### src/rtl/core/aabbpo_axis.sv
// Per-axis slice: overlap test, signed depth, union bounds and union extent.
module aabbpo_axis #(
	parameter int COORD_BITS = 24
) (
	input  logic                         clk,
	input  logic                         en,
	input  logic signed [COORD_BITS-1:0] a_min,
	input  logic signed [COORD_BITS-1:0] a_max,
	input  logic signed [COORD_BITS-1:0] b_min,
	input  logic signed [COORD_BITS-1:0] b_max,
	output logic                         ov_s3,
	output logic signed [COORD_BITS:0]   dep_s3,
	output logic        [COORD_BITS:0]   mag_s3,
	output logic signed [COORD_BITS-1:0] umin_s3,
	output logic signed [COORD_BITS-1:0] umax_s3,
	output logic signed [COORD_BITS:0]   ext_s3
);
	localparam int DW = COORD_BITS + 1;

	logic signed [DW-1:0]         p_s2;
	logic signed [DW-1:0]         q_s2;
	logic                         ov_s2;
	logic signed [COORD_BITS-1:0] umin_s2;
	logic signed [COORD_BITS-1:0] umax_s2;
	logic signed [DW-1:0]         dep;

	// p: how far A's max reaches past B's min; q: B's max past A's min
	always_ff @(posedge clk) begin
		if (en) begin
			p_s2    <= DW'(a_max) - DW'(b_min);
			q_s2    <= DW'(b_max) - DW'(a_min);
			ov_s2   <= (a_min < b_max) && (a_max > b_min);
			umin_s2 <= (a_min < b_min) ? a_min : b_min;
			umax_s2 <= (a_max > b_max) ? a_max : b_max;
		end
	end

	assign dep = (p_s2 <= q_s2) ? -p_s2 : q_s2;

	always_ff @(posedge clk) begin
		if (en) begin
			ov_s3   <= ov_s2;
			dep_s3  <= dep;
			mag_s3  <= dep[DW-1] ? DW'(-dep) : DW'(dep);
			umin_s3 <= umin_s2;
			umax_s3 <= umax_s2;
			ext_s3  <= DW'(umax_s2) - DW'(umin_s2);
		end
	end

endmodule

### config.mk
export PLATFORM = sky130hd
export DESIGN_NAME = aabbpo_axis
export DESIGN_NICKNAME = d
export VERILOG_FILES = /design/src/rtl/core/aabbpo_axis.sv
export SDC_FILE = /design/constraint.sdc
export NUM_CORES = 1
export LEC_CHECK = 0
export ABC_AREA = 0
export ABC_CLOCK_PERIOD_IN_PS = 5070
export BUFFER_PORTS_ARGS = -buffer_cell sky130_fd_sc_hd__buf_2
export CORE_MARGIN = 4
export CORE_UTILIZATION = 40
export CTS_BUF_LIST = sky130_fd_sc_hd__clkbuf_16
export DETAILED_ROUTE_END_ITERATION = 10
export GPL_TIMING_DRIVEN = 0
export HOLD_SLACK_MARGIN = 0.12
export PLACE_DENSITY = 0.68
export SYNTH_ARGS = -nofsm -noshare
export SYNTH_HDL_FRONTEND = slang
export SYNTH_SLANG_ARGS = --single-unit
export TNS_END_PERCENT = 30
### constraint.sdc
create_clock -name clk -period 5.07 [get_ports clk]
set_input_delay 0.2535 -clock clk [delete_from_list [all_inputs] [get_ports clk]]
set_output_delay 0.2535 -clock clk [all_outputs]
set_load 0.1 [all_outputs]
Word level (Yosys, flattened, before mapping)
Index checks and enable logic that the tools add are counted.
{"block": "totals", "regBits": 223, "elab_cells": 27}
{"block": "classes", "mux": 4, "reduce_logical": 1, "n_lt_le_gt_ge": 5, "add_sub_neg": 5}
{"op": "$sub 24x24->25", "n": 3}
{"op": "$mux 24", "n": 3}
{"op": "$neg 25->25", "n": 2}
{"op": "$gt 24x24->1", "n": 2}
{"op": "$lt 24x24->1", "n": 2}
{"op": "$le 25x25->1", "n": 1}
{"op": "$mux 25", "n": 1}
{"op": "$logic_and 1x1->1", "n": 1}

Longest topological paths before layout
Gate-level depths: netlist of the first run.
{"block": "logic_depth", "depth_word": 4, "depth_mapped": 21, "ltp_nobuf": 18}

Worst setup path before layout of the first run
OpenSTA, ideal clock, no wires.
{"block": "synth_timing", "path_kind": "register to register", "start": "register p_s2[9]", "end": "register mag_s3[22], data pin", "stages_incl_launch_ff": 19, "arrival_time_ps": 4051, "setup_slack_ps": 761, "period_less_slack_ps": 4309, "path_cell_list": "edfxtp_1 -> ha_1 -> a21o_1 -> a221o_1 -> a221oi_1 -> o211ai_1 -> a31o_2 -> clkbuf_1 -> buf_1 -> clkbuf_1 -> mux2i_1 -> ha_1 -> nor2b_1 -> nor4b_1 -> nand3_1 -> mux2i_1 -> nand2_1 -> o21ai_1 -> xnor2_1"}
{"block": "synth_between", "elab_chain_cells": 4, "word_cells_on_any_way": 5, "classes_between": "add/sub: 2; order compare: 1; mux: 2"}
{"item": "start, declared", "line_no": "20", "text": "logic signed [DW-1:0] p_s2;"}
{"item": "start signal, assigned", "line_no": "30", "text": "p_s2 <= DW'(a_max) - DW'(b_min);"}
{"item": "$neg 25->25 / $le 25x25->1 (equally long branches)", "line_no": "38", "text": "assign dep = (p_s2 <= q_s2) ? -p_s2 : q_s2;"}
{"item": "$mux 25 *", "line_no": "38"}
{"item": "$neg 25->25", "line_no": "44", "text": "mag_s3 <= dep[DW-1] ? DW'(-dep) : DW'(dep);"}
{"item": "$mux 24 *", "line_no": "44"}
{"item": "end signal, assigned", "line_no": "44"}
{"item": "end, declared", "line_no": "13", "text": "output logic [COORD_BITS:0] mag_s3,"}
Mark *: on every way between the ends. The rest lies on a longest branch, timed or not.
A chain may end at the register's enable or synchronous reset.

Worst setup path in the final report of the first run
{"block": "layout_timing", "start": "input port b_max[21]", "end": "register umax_s2[20], data pin"}
{"block": "layout_between", "elab_chain_cells": 2}
{"item": "start, declared", "line_no": "10", "text": "input logic signed [COORD_BITS-1:0] b_max,"}
{"item": "$gt 24x24->1", "line_no": "34", "text": "umax_s2 <= (a_max > b_max) ? a_max : b_max;"}
{"item": "$mux 24", "line_no": "34"}
{"item": "end signal, assigned", "line_no": "34"}
{"item": "end, declared", "line_no": "24", "text": "logic signed [COORD_BITS-1:0] umax_s2;"}
Every way passes these cells.

==> impl_metrics.csv, run 1 <==
group,metric,value,unit
logic_synthesis,postSynthRegisterBits,222,
status,violations,"setup timing",
timing,period_needed,5.14,ns
hold_path,hold-path-cell-count,3,
floorplan,die_area,0.0392,sq mm
logic_synthesis,synthesis.area_per_instance,10.8,sq um
logic_synthesis,synth_ff_type,"sky130_fd_sc_hd__edfxtp_1",
logic_synthesis,synthMuxAreaShare,4.72,%
logic_synthesis,synthesis.instances,1336,
timing,finalCritPeriodShare,101,%
critical_path,ff2ff_path_depth,18,
routing,total_wirelength_of_the_detailed_routed_design,40.8,mm
pwr,vdd_ir_drop_max,0.572,mV
pwr,power.switching_fraction,43.7,%
logic_synthesis,post_syn_nets,1585,
cells_and_area,number_of_cells_in_the_finished_layout_apart_from_fillers,2140,
floorplan,top_level_ports,222,
logic_synthesis,synth_seq_area_share,46.2,%
pwr,power,8.32,mW
floorplan,coreArea,0.0356,sq mm
logic_synthesis,post_synth_fa_ha_maj_area_fraction,13.2,%
pwr,power_density,466,mW/mm^2
logic_synthesis,synth_top_family_by_area,"adder cells",
timing,whs,0.142,ns
critical_path,worst_setup_path_startpoint,"b_max[21]",
floorplan,initial_core_util,40.6,%
timing,clock_skew,0.0155,ns
cells_and_area,num-fill-cells,3279,
grt,grtUsageTotal,20.2,%
placed_design,gp_congestion,0.910,
clock_tree,clock_sinks,222,
cells_and_area,area_delta_synth_final,23.7,%
critical_path,critPathKind,"input port to flop",
logic_synthesis,ys_warn_count,0,
hold_path,worstHoldStart,"a_min[6]",
logic_synthesis,ys_top_cells_by_area,"sky130_fd_sc_hd__edfxtp_1 46%, sky130_fd_sc_hd__ha_1 13%, sky130_fd_sc_hd__xnor2_1 4.1%, sky130_fd_sc_hd__inv_1 4.0%, sky130_fd_sc_hd__a21oi_1 2.7%",
floorplan,die_w,198,microns
pwr,power_frac_comb,43.0,%
placed_design,numPlacedInstances,2019,
clock_tree,cts_max_level,1,
routing,post_route_ant_nets,0,
clock_tree,path_clk_slew,0.06,ns
timing,final-setup-viol-count,8,
placed_design,pre_cts_slack,-0.768,ns
job,drv.max_cap_violation_count,0,
placed_design,port_buffers,221,
logic_synthesis,synth_compound_gate_area_share,12.7,%
pwr,p_switching,3.64,mW
critical_path,cp_data_arrival_time,5.42,ns
grt,grt_pass1_wl,62.9,mm
critical_path,reg2reg_slack,0.31,ns
critical_path,timing.critical_path.to_type,"flop",
critical_path,r2r_end,"mag_s3[22]",
grt,grt_start_max_net_pins,113,
pwr,leak,7.77,nW
routing,routed_wire_length_per_instance,19.1,microns
timing,max_slew_margin,32.9,%
cells_and_area,postLayoutCellArea,0.0179,sq mm
status,run_status,"finished with violations",
logic_synthesis,synth_largest_area_cell,"sky130_fd_sc_hd__edfxtp_1",
placed_design,cell_area_reported_after_detailed_placement,0.0162,sq mm
routing,drt-vias-per-instance,5.37,
critical_path,critical_path.reg2reg.startpoint,"q_s2[14]",
placed_design,dp_hpwl,31.3,mm
clock_tree,cts_buffers,27,
cells_and_area,layout-drive-gt1-share,20.1,%
routing,firstDrtPassIters,5,
clock_tree,cts.path.max_buffers,3,
pwr,internal_power,4.68,mW
timing,rsz0062_at_grt,"false",
timing,totalNegativeSetupSlack,-0.266,ns
pwr,seq_power_share,32.3,%
hold_path,holdPathEnd,"umin_s2[6]",
grt,grt_antenna_before_repair,7,
grt,overflow,0,
logic_synthesis,yosys.area_share.simple,11.9,%
timing,max_freq,0.195,GHz
cells_and_area,nNetsFinal,1902,
floorplan,floorplan.rows,69,
logic_synthesis,async_s_r_ff_share_synth,0,%
timing,max_slew_vio_count,0,
clock_tree,clock_latency,0.55,ns
grt,grt_pass1_vias,11500,
critical_path,critical_path.max_fanout,10,
timing,worst_margin_slew,1.01,ns
cells_and_area,register_area,0.00667,sq mm
logic_synthesis,synth_area,0.0144,sq mm
clock_tree,tritoncts,"done",
logic_synthesis,synth_xor_xnor_area_share,6.31,%
logic_synthesis,ys_types,73,
hold_path,path_category_of_the_worst_min_delay_check,"input port to flop",
clock_tree,cts_root_buf,"sky130_fd_sc_hd__clkbuf_16",
floorplan,die_y,198,microns
critical_path,critPathRequiredTime,5.35,ns
cells_and_area,postLayoutCoreUtil,50.2,%
routing,drc_errors,0,
routing,routed-via-count,11500,
logic_synthesis,synth_enable_flop_cells,222,
timing,timing.final.ws_setup,-0.0696,ns
cells_and_area,multiInputGateArea,0.00713,sq mm
routing,drtIter0Drc,726,
pwr,power.share.clock,24.7,%
critical_path,critPathLaunchType,"input port",
logic_synthesis,synthDominantCellAreaShare,46.2,%
timing,hold_violations,0,
power groups by stage:
stage                     Combinational [mW]  Sequential, mW  Clock, mW
after floorplan                         1.24            4.22          0
after global placement                  3.44            2.73          0
after detailed placement                3.47            2.72          0
after CTS                               3.55            2.69       2.11
after global routing                    3.82            2.72       2.18
final                                   3.58            2.69       2.06
synthesized netlist by cell type (5+ instances only):
cell,n
sky130_fd_sc_hd__o211ai_1,6
sky130_fd_sc_hd__a31oi_1,19
sky130_fd_sc_hd__nor2b_1,13
sky130_fd_sc_hd__nor2_1,68
sky130_fd_sc_hd__inv_1,155
sky130_fd_sc_hd__nand2b_1,13
sky130_fd_sc_hd__nand4_1,28
sky130_fd_sc_hd__xnor2_1,67
sky130_fd_sc_hd__nor4_1,17
sky130_fd_sc_hd__o31ai_1,9
sky130_fd_sc_hd__or3_1,13
sky130_fd_sc_hd__a21o_1,37
sky130_fd_sc_hd__buf_2,6
sky130_fd_sc_hd__nor3_1,33
sky130_fd_sc_hd__mux2i_1,35
sky130_fd_sc_hd__o21ai_0,51
sky130_fd_sc_hd__xor2_1,37
sky130_fd_sc_hd__edfxtp_1,222
sky130_fd_sc_hd__nand3_1,22
sky130_fd_sc_hd__a211oi_1,6
sky130_fd_sc_hd__a21oi_1,78
sky130_fd_sc_hd__nand2_1,75
sky130_fd_sc_hd__o21bai_1,8
sky130_fd_sc_hd__o21a_1,22
sky130_fd_sc_hd__o31a_1,7
sky130_fd_sc_hd__ha_1,148
sky130_fd_sc_hd__clkbuf_1,17
sky130_fd_sc_hd__and3_1,5
sky130_fd_sc_hd__mux2_2,28
sky130_fd_sc_hd__or2_2,9
state kept, by name (all words and copies together) (netlist names):
| register | flops |
|---|---|
| p_s2 | 25 |
| ov_s3 | 1 |
| umin_s2 | 24 |
| q_s2 | 25 |
| dep_s3 | 25 |
| ext_s3 | 25 |
| umax_s2 | 24 |
| ov_s2 | 1 |
| mag_s3 | 24 |
| umin_s3 | 24 |
| umax_s3 | 24 |
cell type report:
cell class / count / share of cell area, %
Clock buffer: 27 / 3.78
Multi-Input combinational cell: 930 / 39.9
Tap cell: 461 / 3.23
Buffer: 25 / 0.665
Antenna cell: 6 / 0.0841
Inverter: 157 / 3.30
Timing Repair Buffer: 290 / 10.2
Sequential cell: 222 / 37.3
Clock inverter: 22 / 1.50
cells by family (layout without fill, tap and decap cells):
group,after synthesis,count (layout)
flops,222,222
simple gates,327,327
compound gates,284,284
buf+inv,184,521
mux,64,64
fa+ha+maj,151,151
xor+xnor,104,104
other cells,0,6
routing by layer:
| layer | share of wire, % | track usage, % | wire length [microns] |
|---|---|---|---|
| met5 | 0.029 | 0 | 12 |
| met2 | 47 | 33.5 | 19100 |
| met3 | 6.1 | 3.16 | 2480 |
| met1 | 44 | 27.0 | 17900 |
| met4 | 3.3 | 7.40 | 1360 |
worst max path at each step:
stage                        to  slack, ns  cells after the start
floorplan            mag_s3[22]       0.76                     18
global placement     mag_s3[22]      -0.73                     18
finish              umax_s2[20]      -0.07                     14
detailed placement   mag_s3[22]      -0.77                     18
global route        umax_s2[17]       0.02                     14
CTS                  mag_s3[22]       0.03                     17
critical path, cell delays in order:
cell and delay [ns]:
sky130_fd_sc_hd__dlygate4sd3_1 0.55, sky130_fd_sc_hd__buf_2 0.14, sky130_fd_sc_hd__inv_1 0.05, sky130_fd_sc_hd__ha_1 0.31
sky130_fd_sc_hd__nand4_1 0.11, sky130_fd_sc_hd__or2_2 0.34, sky130_fd_sc_hd__nor3_1 0.67, sky130_fd_sc_hd__nand3_1 0.17
sky130_fd_sc_hd__a21oi_1 0.32, sky130_fd_sc_hd__nor4_1 0.11, sky130_fd_sc_hd__o21ai_1 0.69, sky130_fd_sc_hd__clkbuf_1 0.70
sky130_fd_sc_hd__mux2_2 0.43, sky130_fd_sc_hd__dlygate4sd3_1 0.57
layout by cell type (no fill, tap or decap), types with 22 or more instances in the layout:
master and n:
sky130_fd_sc_hd__buf_2 228, sky130_fd_sc_hd__edfxtp_1 222, sky130_fd_sc_hd__inv_1 157, sky130_fd_sc_hd__ha_1 147, sky130_fd_sc_hd__a21oi_1 78, sky130_fd_sc_hd__nand2_1 75
sky130_fd_sc_hd__nor2_1 68, sky130_fd_sc_hd__xnor2_1 67, sky130_fd_sc_hd__dlygate4sd3_1 67, sky130_fd_sc_hd__o21ai_0 51, sky130_fd_sc_hd__a21o_1 37, sky130_fd_sc_hd__xor2_1 37
sky130_fd_sc_hd__nor3_1 33, sky130_fd_sc_hd__mux2i_1 33, sky130_fd_sc_hd__nand4_1 28, sky130_fd_sc_hd__mux2_2 28, sky130_fd_sc_hd__clkbuf_16 27, sky130_fd_sc_hd__o21a_1 22
sky130_fd_sc_hd__nand3_1 22
what timing repair did:
item                                   CTS  global route
endpoints found under the hold margin   38             0
setup endpoints to repair                8             6
buffers inserted                         0             1
pin swaps                                0             3
hold buffers                            67             0
gates resized for setup                  7             9
Power figures use the tool's default switching activity.
==> run 2, diff against run 1 <==
- PLACE_DENSITY: 0.68 -> 0.62
==> run 2 against run 1 <==
  * The flow now finishes without violations
  * Sequential power barely moved
  * Clock power shrank 11%
  * Utilization shrank 0.15 points
  * Clock skew increased by 0.014 ns
  * Critical endpoint is now umax_s2[16]
==> impl_metrics.csv, run 2 (synthesis results as in run 1) <==
group,metric,value,unit
status,run_status,"finished clean",
clock_tree,cts_root_buf,"sky130_fd_sc_hd__clkbuf_16",
floorplan,floorplan.rows,69,
timing,max_freq,0.202,GHz
cells_and_area,postLayoutCoreUtil,50.1,%
timing,clock_skew,0.0299,ns
placed_design,port_buffers,221,
hold_path,hold-path-cell-count,3,
routing,total_wirelength_of_the_detailed_routed_design,40.6,mm
placed_design,gp_congestion,0.893,
floorplan,die_y,198,microns
clock_tree,postCtsSetupRepairBufs,0,
critical_path,timing.critical_path.to_type,"flop",
critical_path,reg2reg_slack,0.28,ns
cells_and_area,area_delta_synth_final,23.4,%
routing,routed_wire_length_per_instance,18.9,microns
clock_tree,clock_sinks,222,
routing,firstDrtPassIters,5,
timing,final-setup-viol-count,0,
pwr,leak,7.73,nW
job,drv.max_cap_violation_count,0,
cells_and_area,nNetsFinal,1910,
critical_path,critPathLaunchType,"input port",
critical_path,critical_path.max_fanout,10,
timing,totalNegativeSetupSlack,0,ns
cells_and_area,final_common_cell,"sky130_fd_sc_hd__buf_2",
critical_path,cp_slowest_stage_delay,0.74,ns
routing,drtIter0Drc,747,
cells_and_area,layout-drive-gt1-share,19.9,%
pwr,power,8.08,mW
cells_and_area,postLayoutCellArea,0.0178,sq mm
routing,routed-via-count,11400,
floorplan,initial_core_util,40.6,%
grt,grt_start_max_net_pins,114,
critical_path,ff2ff_path_depth,18,
timing,period_needed,4.95,ns
placed_design,numPlacedInstances,2019,
grt,grt_pass1_wl,62.5,mm
clock_tree,cts_max_level,1,
grt,grt_antenna_before_repair,3,
grt,grtUsageTotal,20.1,%
clock_tree,path_clk_slew,0.06,ns
grt,grt_pass1_vias,11500,
hold_path,path_category_of_the_worst_min_delay_check,"input port to flop",
cells_and_area,num-fill-cells,3275,
clock_tree,cts.path.max_buffers,3,
routing,drt-vias-per-instance,5.31,
floorplan,coreArea,0.0356,sq mm
timing,max_slew_margin,24.0,%
grt,overflow,0,
critical_path,critPathKind,"input port to flop",
critical_path,cp_data_arrival_time,5.26,ns
floorplan,die_w,198,microns
routing,post_route_ant_nets,0,
pwr,power_density,454,mW/mm^2
critical_path,path_cells,"dlygate4sd3_1 > buf_2 > inv_1 > ha_1 > nand4_1 > or2_2 > nor3_1 > nand3_1 > a21oi_1 > nor4_1 > o21ai_1 > clkbuf_2 > mux2_2 > dlygate4sd3_1",
placed_design,dp_hpwl,31.3,mm
cells_and_area,layout.cells.most_common_list,"227 x sky130_fd_sc_hd__buf_2, 222 x sky130_fd_sc_hd__edfxtp_1, 156 x sky130_fd_sc_hd__inv_1",
timing,finalCritPeriodShare,97.6,%
placed_design,cell_area_reported_after_detailed_placement,0.0162,sq mm
floorplan,top_level_ports,222,
critical_path,critical_path.reg2reg.startpoint,"q_s2[14]",
clock_tree,tritoncts,"done",
hold_path,worstHoldStart,"b_min[10]",
cells_and_area,number_of_cells_in_the_finished_layout_apart_from_fillers,2146,
floorplan,die_area,0.0392,sq mm
hold_path,holdPathEnd,"umin_s2[10]",
routing,drc_errors,0,
timing,rsz0062_at_grt,"true",
timing,hold_violations,0,
timing,max_slew_vio_count,0,
clock_tree,clock_latency,0.56,ns
critical_path,cp_common_cell,"sky130_fd_sc_hd__dlygate4sd3_1",
timing,worst_margin_slew,1.14,ns
critical_path,r2r_end,"mag_s3[22]",
clock_tree,cts_buffers,27,
critical_path,timing.critical_path.slowest_stage_cell,"sky130_fd_sc_hd__o21ai_1",
critical_path,critPathRequiredTime,5.38,ns
pwr,vdd_ir_drop_max,0.669,mV
-- run 2: changes by cell type in the layout (fill, tap and decap cells not counted), sizes merged, moves of 3 or more --
cell and change:
dlygate4sd3 +9, bufinv -5, clkinv +4, diode -3
-- run 2: critical path: cells and delay by family --
family / cells / cell delay (ns)
buf+inv: 5 / 1.78
simple gates: 5 / 1.42
compound gates: 2 / 1.05
mux: 1 / 0.38
fa+ha+maj: 1 / 0.37
-- run 2: area by class of cell --
cell class / count / area [sq um] / area share [%]
Inverter: 157 / 589 / 3.31
Clock inverter: 23 / 164 / 0.920
Multi-Input combinational cell: 930 / 7100 / 39.9
Buffer: 25 / 121 / 0.682
Clock buffer: 27 / 676 / 3.79
Sequential cell: 222 / 6670 / 37.4
Antenna cell: 3 / 7.51 / 0.0422
Tap cell: 461 / 577 / 3.24
Timing Repair Buffer: 298 / 1900 / 10.7
-- run 2: repair_timing --
action | 4_1_cts | 5_1_grt
hold buffers | 76 | 0
resized for setup | 10 | 6
pin swaps | 0 | 1
hold endpoints to repair | 43 | 0
endpoints found under the setup margin | 8 | 19
-- run 2: stage by stage --
stage,worst slack (ns),hold slack [ns]
2_1_floorplan,0.761,0.366
3_3_place_gp,-0.819,0.406
3_5_place_dp,-0.819,0.405
4_1_cts,0.0229,0.120
5_1_grt,-0.0540,0.133
6_report,0.124,0.126
-- run 2: report_power, final --
group          total [mW]  switching, mW  internal (mW)
registers            2.68          0.181           2.50
clock network        1.84          0.807           1.03
logic                3.56           2.66          0.905
-- run 2: worst max path at each step --
stage | from | end | slack, ns
finish | b_max[23] | umax_s2[16] | 0.12
global route | q_s2[14] | mag_s3[22] | -0.05
CTS | b_max[23] | umax_s2[21] | 0.02
detailed placement | q_s2[14] | mag_s3[22] | -0.82
global placement | q_s2[14] | mag_s3[22] | -0.82
floorplan | p_s2[9] | mag_s3[22] | 0.76
-- run 2: metal layers --
| metal | GRT usage, % | wire (microns) | vias to the layer above |
|---|---|---|---|
| li1 | - | - | 5583 |
| met1 | 27.0 | 18100 | 5367 |
| met2 | 33.3 | 18500 | 354 |
| met3 | 3.01 | 2300 | 88 |
| met4 | 7.22 | 1710 | 0 |
| met5 | 0 | 0 | - |
==> run 3, diff against run 2 <==
- ABC_AREA: 0 -> 1
==> run 3 against run 2 <==
  * Count of clock-buffer cells in the layout decreased by 2
  * Total power increased by 13%
  * Clock skew decreased by 0.018 ns
  * Largest cell class unchanged
==> impl_metrics.csv, run 3 <==
group,metric,value,unit
routing,drc_errors,0,
timing,final-setup-viol-count,0,
clock_tree,clock_sinks,222,
cells_and_area,final_common_cell,"sky130_fd_sc_hd__nand2_1",
pwr,power.share.clock,19.2,%
cells_and_area,number_of_cells_in_the_finished_layout_apart_from_fillers,2351,
cells_and_area,layout.cells.most_common_list,"301 x sky130_fd_sc_hd__nand2_1, 257 x sky130_fd_sc_hd__inv_1, 224 x sky130_fd_sc_hd__buf_2",
timing,finalCritPeriodShare,82.7,%
floorplan,initial_core_util,40.6,%
clock_tree,postCtsSetupRepairBufs,0,
floorplan,die_w,198,microns
logic_synthesis,ys_types,49,
critical_path,critPathLaunchType,"input port",
placed_design,gp_congestion,0.978,
hold_path,path_category_of_the_worst_min_delay_check,"input port to flop",
critical_path,cp_data_arrival_time,4.47,ns
clock_tree,cts_buffers,25,
floorplan,coreArea,0.0356,sq mm
critical_path,endpoint,"umax_s2[3]",
placed_design,pre_cts_slack,1.38,ns
timing,max_slew_margin,34.0,%
pwr,power_frac_comb,50.2,%
clock_tree,cts_repair_resize_count,0,
timing,clock_skew,0.0123,ns
logic_synthesis,synth_enable_flop_cells,222,
logic_synthesis,synth_seq_area_share,46.1,%
floorplan,die_y,198,microns
timing,hold_violations,0,
grt,grt_pass1_vias,11800,
clock_tree,path_clk_slew,0.07,ns
hold_path,worstHoldStart,"b_max[22]",
pwr,internal_power,4.62,mW
placed_design,port_buffers,221,
logic_synthesis,synthDominantCellAreaShare,46.1,%
critical_path,reg2reg_slack,1.60,ns
timing,worst_margin_slew,0.983,ns
grt,grt_pass1_wl,64.7,mm
logic_synthesis,synthesis.instances,1583,
timing,rsz0062_at_grt,"false",
placed_design,cell_area_reported_after_detailed_placement,0.0162,sq mm
pwr,leak,8.16,nW
clock_tree,cts.path.max_buffers,3,
grt,grt_start_max_net_pins,133,
floorplan,die_area,0.0392,sq mm
clock_tree,cts_root_buf,"sky130_fd_sc_hd__clkbuf_16",
clock_tree,cts_max_level,1,
critical_path,ff2ff_path_depth,18,
clock_tree,clock_latency,0.54,ns
cells_and_area,nNetsFinal,2121,
floorplan,top_level_ports,222,
logic_synthesis,synth_ff_type,"sky130_fd_sc_hd__edfxtp_1",
clock_tree,tritoncts,"done",
routing,routed_wire_length_per_instance,17.8,microns
critical_path,critical_path.max_fanout,10,
job,drv.max_cap_violation_count,0,
routing,routed-via-count,11700,
placed_design,dp_hpwl,34.1,mm
pwr,p_switching,4.51,mW
cells_and_area,postLayoutCellArea,0.0174,sq mm
cells_and_area,multiInputGateArea,0.00670,sq mm
pwr,power.switching_fraction,49.4,%
critical_path,critical_path.reg2reg.startpoint,"p_s2[4]",
critical_path,critPathRequiredTime,5.35,ns
pwr,seq_power_share,30.6,%
cells_and_area,register_area,0.00667,sq mm
critical_path,critPathKind,"input port to flop",
pwr,power_density,526,mW/mm^2
cells_and_area,num_antenna_cells,0,
grt,overflow,0,
timing,totalNegativeSetupSlack,0,ns
floorplan,floorplan.rows,69,
routing,drtIter0Drc,839,
grt,grtUsageTotal,21.2,%
critical_path,r2r_end,"mag_s3[18]",
logic_synthesis,ys_warn_count,0,
routing,firstDrtPassIters,5,
logic_synthesis,async_s_r_ff_share_synth,0,%
cells_and_area,layout-drive-gt1-share,16.2,%
logic_synthesis,synth_area,0.0144,sq mm
pwr,power,9.13,mW
timing,period_needed,4.19,ns
logic_synthesis,ys_top_cells_by_area,"sky130_fd_sc_hd__edfxtp_1 46%, sky130_fd_sc_hd__ha_1 13%, sky130_fd_sc_hd__nand2_1 7.8%, sky130_fd_sc_hd__inv_1 6.6%, sky130_fd_sc_hd__a21oi_1 4.5%",
timing,max_slew_vio_count,0,
placed_design,numPlacedInstances,2266,
logic_synthesis,postSynthRegisterBits,222,
routing,drt-vias-per-instance,5.00,
status,run_status,"finished clean",
cells_and_area,num-fill-cells,3408,
timing,max_freq,0.239,GHz
timing,timing.final.ws_setup,0.879,ns
routing,total_wirelength_of_the_detailed_routed_design,41.9,mm
logic_synthesis,synthesis.area_per_instance,9.13,sq um
critical_path,worst_setup_path_startpoint,"b_max[17]",
grt,grt_antenna_before_repair,0,
logic_synthesis,post_syn_nets,1832,
logic_synthesis,synth_most_common_cell,"sky130_fd_sc_hd__nand2_1",
logic_synthesis,synth_commonest_cells,"301 x sky130_fd_sc_hd__nand2_1, 254 x sky130_fd_sc_hd__inv_1, 222 x sky130_fd_sc_hd__edfxtp_1",
pwr,vdd_ir_drop_max,0.587,mV
cells_and_area,area_delta_synth_final,20.1,%
routing,post_route_ant_nets,0,
logic_synthesis,synth_largest_area_cell,"sky130_fd_sc_hd__edfxtp_1",
critical_path,timing.critical_path.to_type,"flop",
## run 3: cell types whose count changed after synthesis, sizes merged, moves of 22 or more
| cell | change |
|---|---|
| a21o | -33 |
| a21oi | +52 |
| o21ai | +32 |
| mux2 | -29 |
| xor2 | +33 |
| nand3 | +52 |
| xnor2 | -37 |
| nor2 | +70 |
| inv | +103 |
| nor3 | -22 |
| mux2i | -35 |
| nand2 | +242 |
## run 3: repair_timing
| action | CTS | global route |
|---|---|---|
| setup endpoints to repair | 0 | 0 |
| hold endpoints to repair | 33 | 0 |
| hold buffers | 40 | 0 |
## run 3: metrics by stage
stage / hold slack, ns / utilization (%)
finish: 0.141 / 48.8
global route: 0.129 / 48.8
CTS: 0.120 / 48.8
detailed placement: 0.417 / 45.5
global placement: 0.408 / 45.3
floorplan: 0.366 / -
## run 3: area by class of cell
cell class | count | share of cell area (%)
Tap cell | 461 | 3.32
Timing Repair Buffer | 262 | 8.90
Clock buffer | 25 | 3.60
Clock inverter | 20 | 0.923
Buffer | 18 | 0.642
Sequential cell | 222 | 38.4
Multi-Input combinational cell | 1084 | 38.6
Inverter | 259 | 5.60
## run 3: power by group through the flow
| stage | sequential, mW | combinational, mW | clock, mW |
|---|---|---|---|
| after floorplan | 4.73 | 1.69 | 0 |
| after global placement | 2.84 | 4.51 | 0 |
| after detailed placement | 2.83 | 4.54 | 0 |
| after CTS | 2.80 | 4.59 | 1.80 |
| after global routing | 2.84 | 4.92 | 1.88 |
| final | 2.80 | 4.58 | 1.75 |
## run 3: critical path: stages
cell,delay (ns)
sky130_fd_sc_hd__dlygate4sd3_1,0.52
sky130_fd_sc_hd__buf_2,0.13
sky130_fd_sc_hd__inv_1,0.05
sky130_fd_sc_hd__ha_1,0.29
sky130_fd_sc_hd__a21oi_1,0.13
sky130_fd_sc_hd__nand3b_1,0.12
sky130_fd_sc_hd__a21oi_1,0.07
sky130_fd_sc_hd__a2111oi_0,0.71
sky130_fd_sc_hd__nand3_1,0.18
sky130_fd_sc_hd__xnor2_1,0.18
sky130_fd_sc_hd__nand2_1,0.09
sky130_fd_sc_hd__clkbuf_1,0.49
sky130_fd_sc_hd__buf_1,0.53
sky130_fd_sc_hd__a21oi_1,0.14
sky130_fd_sc_hd__dlygate4sd3_1,0.58
## run 3: cells by family after synthesis
group	count (synthesis)	synth area share, %
and+or+nand+nor	576	17.3
AOI/OAI and AO/OA	257	9.74
DFF	222	46.1
buffers and inverters	277	7.50
adders and majority gates	151	13.2
xor gates and xnor gates	100	6.06
## run 3: routing by layer
layer	global-route usage, %	up-vias	share of wire [%]
met5	0	-	0
met4	7.98	0	4.1
met3	3.13	81	6.1
met2	33.9	392	45
met1	29.2	5357	45
li1	-	5918	-
## run 3: how the worst min path moves through the flow
| stage | to | slack [ns] | depth (start not counted) |
|---|---|---|---|
| 2_1_floorplan | dep_s3[0] | 0.37 | 0 |
| 3_3_place_gp | ov_s3 | 0.41 | 0 |
| 3_5_place_dp | ov_s3 | 0.42 | 0 |
| 4_1_cts | umax_s2[6] | 0.12 | 3 |
| 5_1_grt | umax_s2[5] | 0.13 | 3 |
| 6_report | umax_s2[22] | 0.14 | 3 |
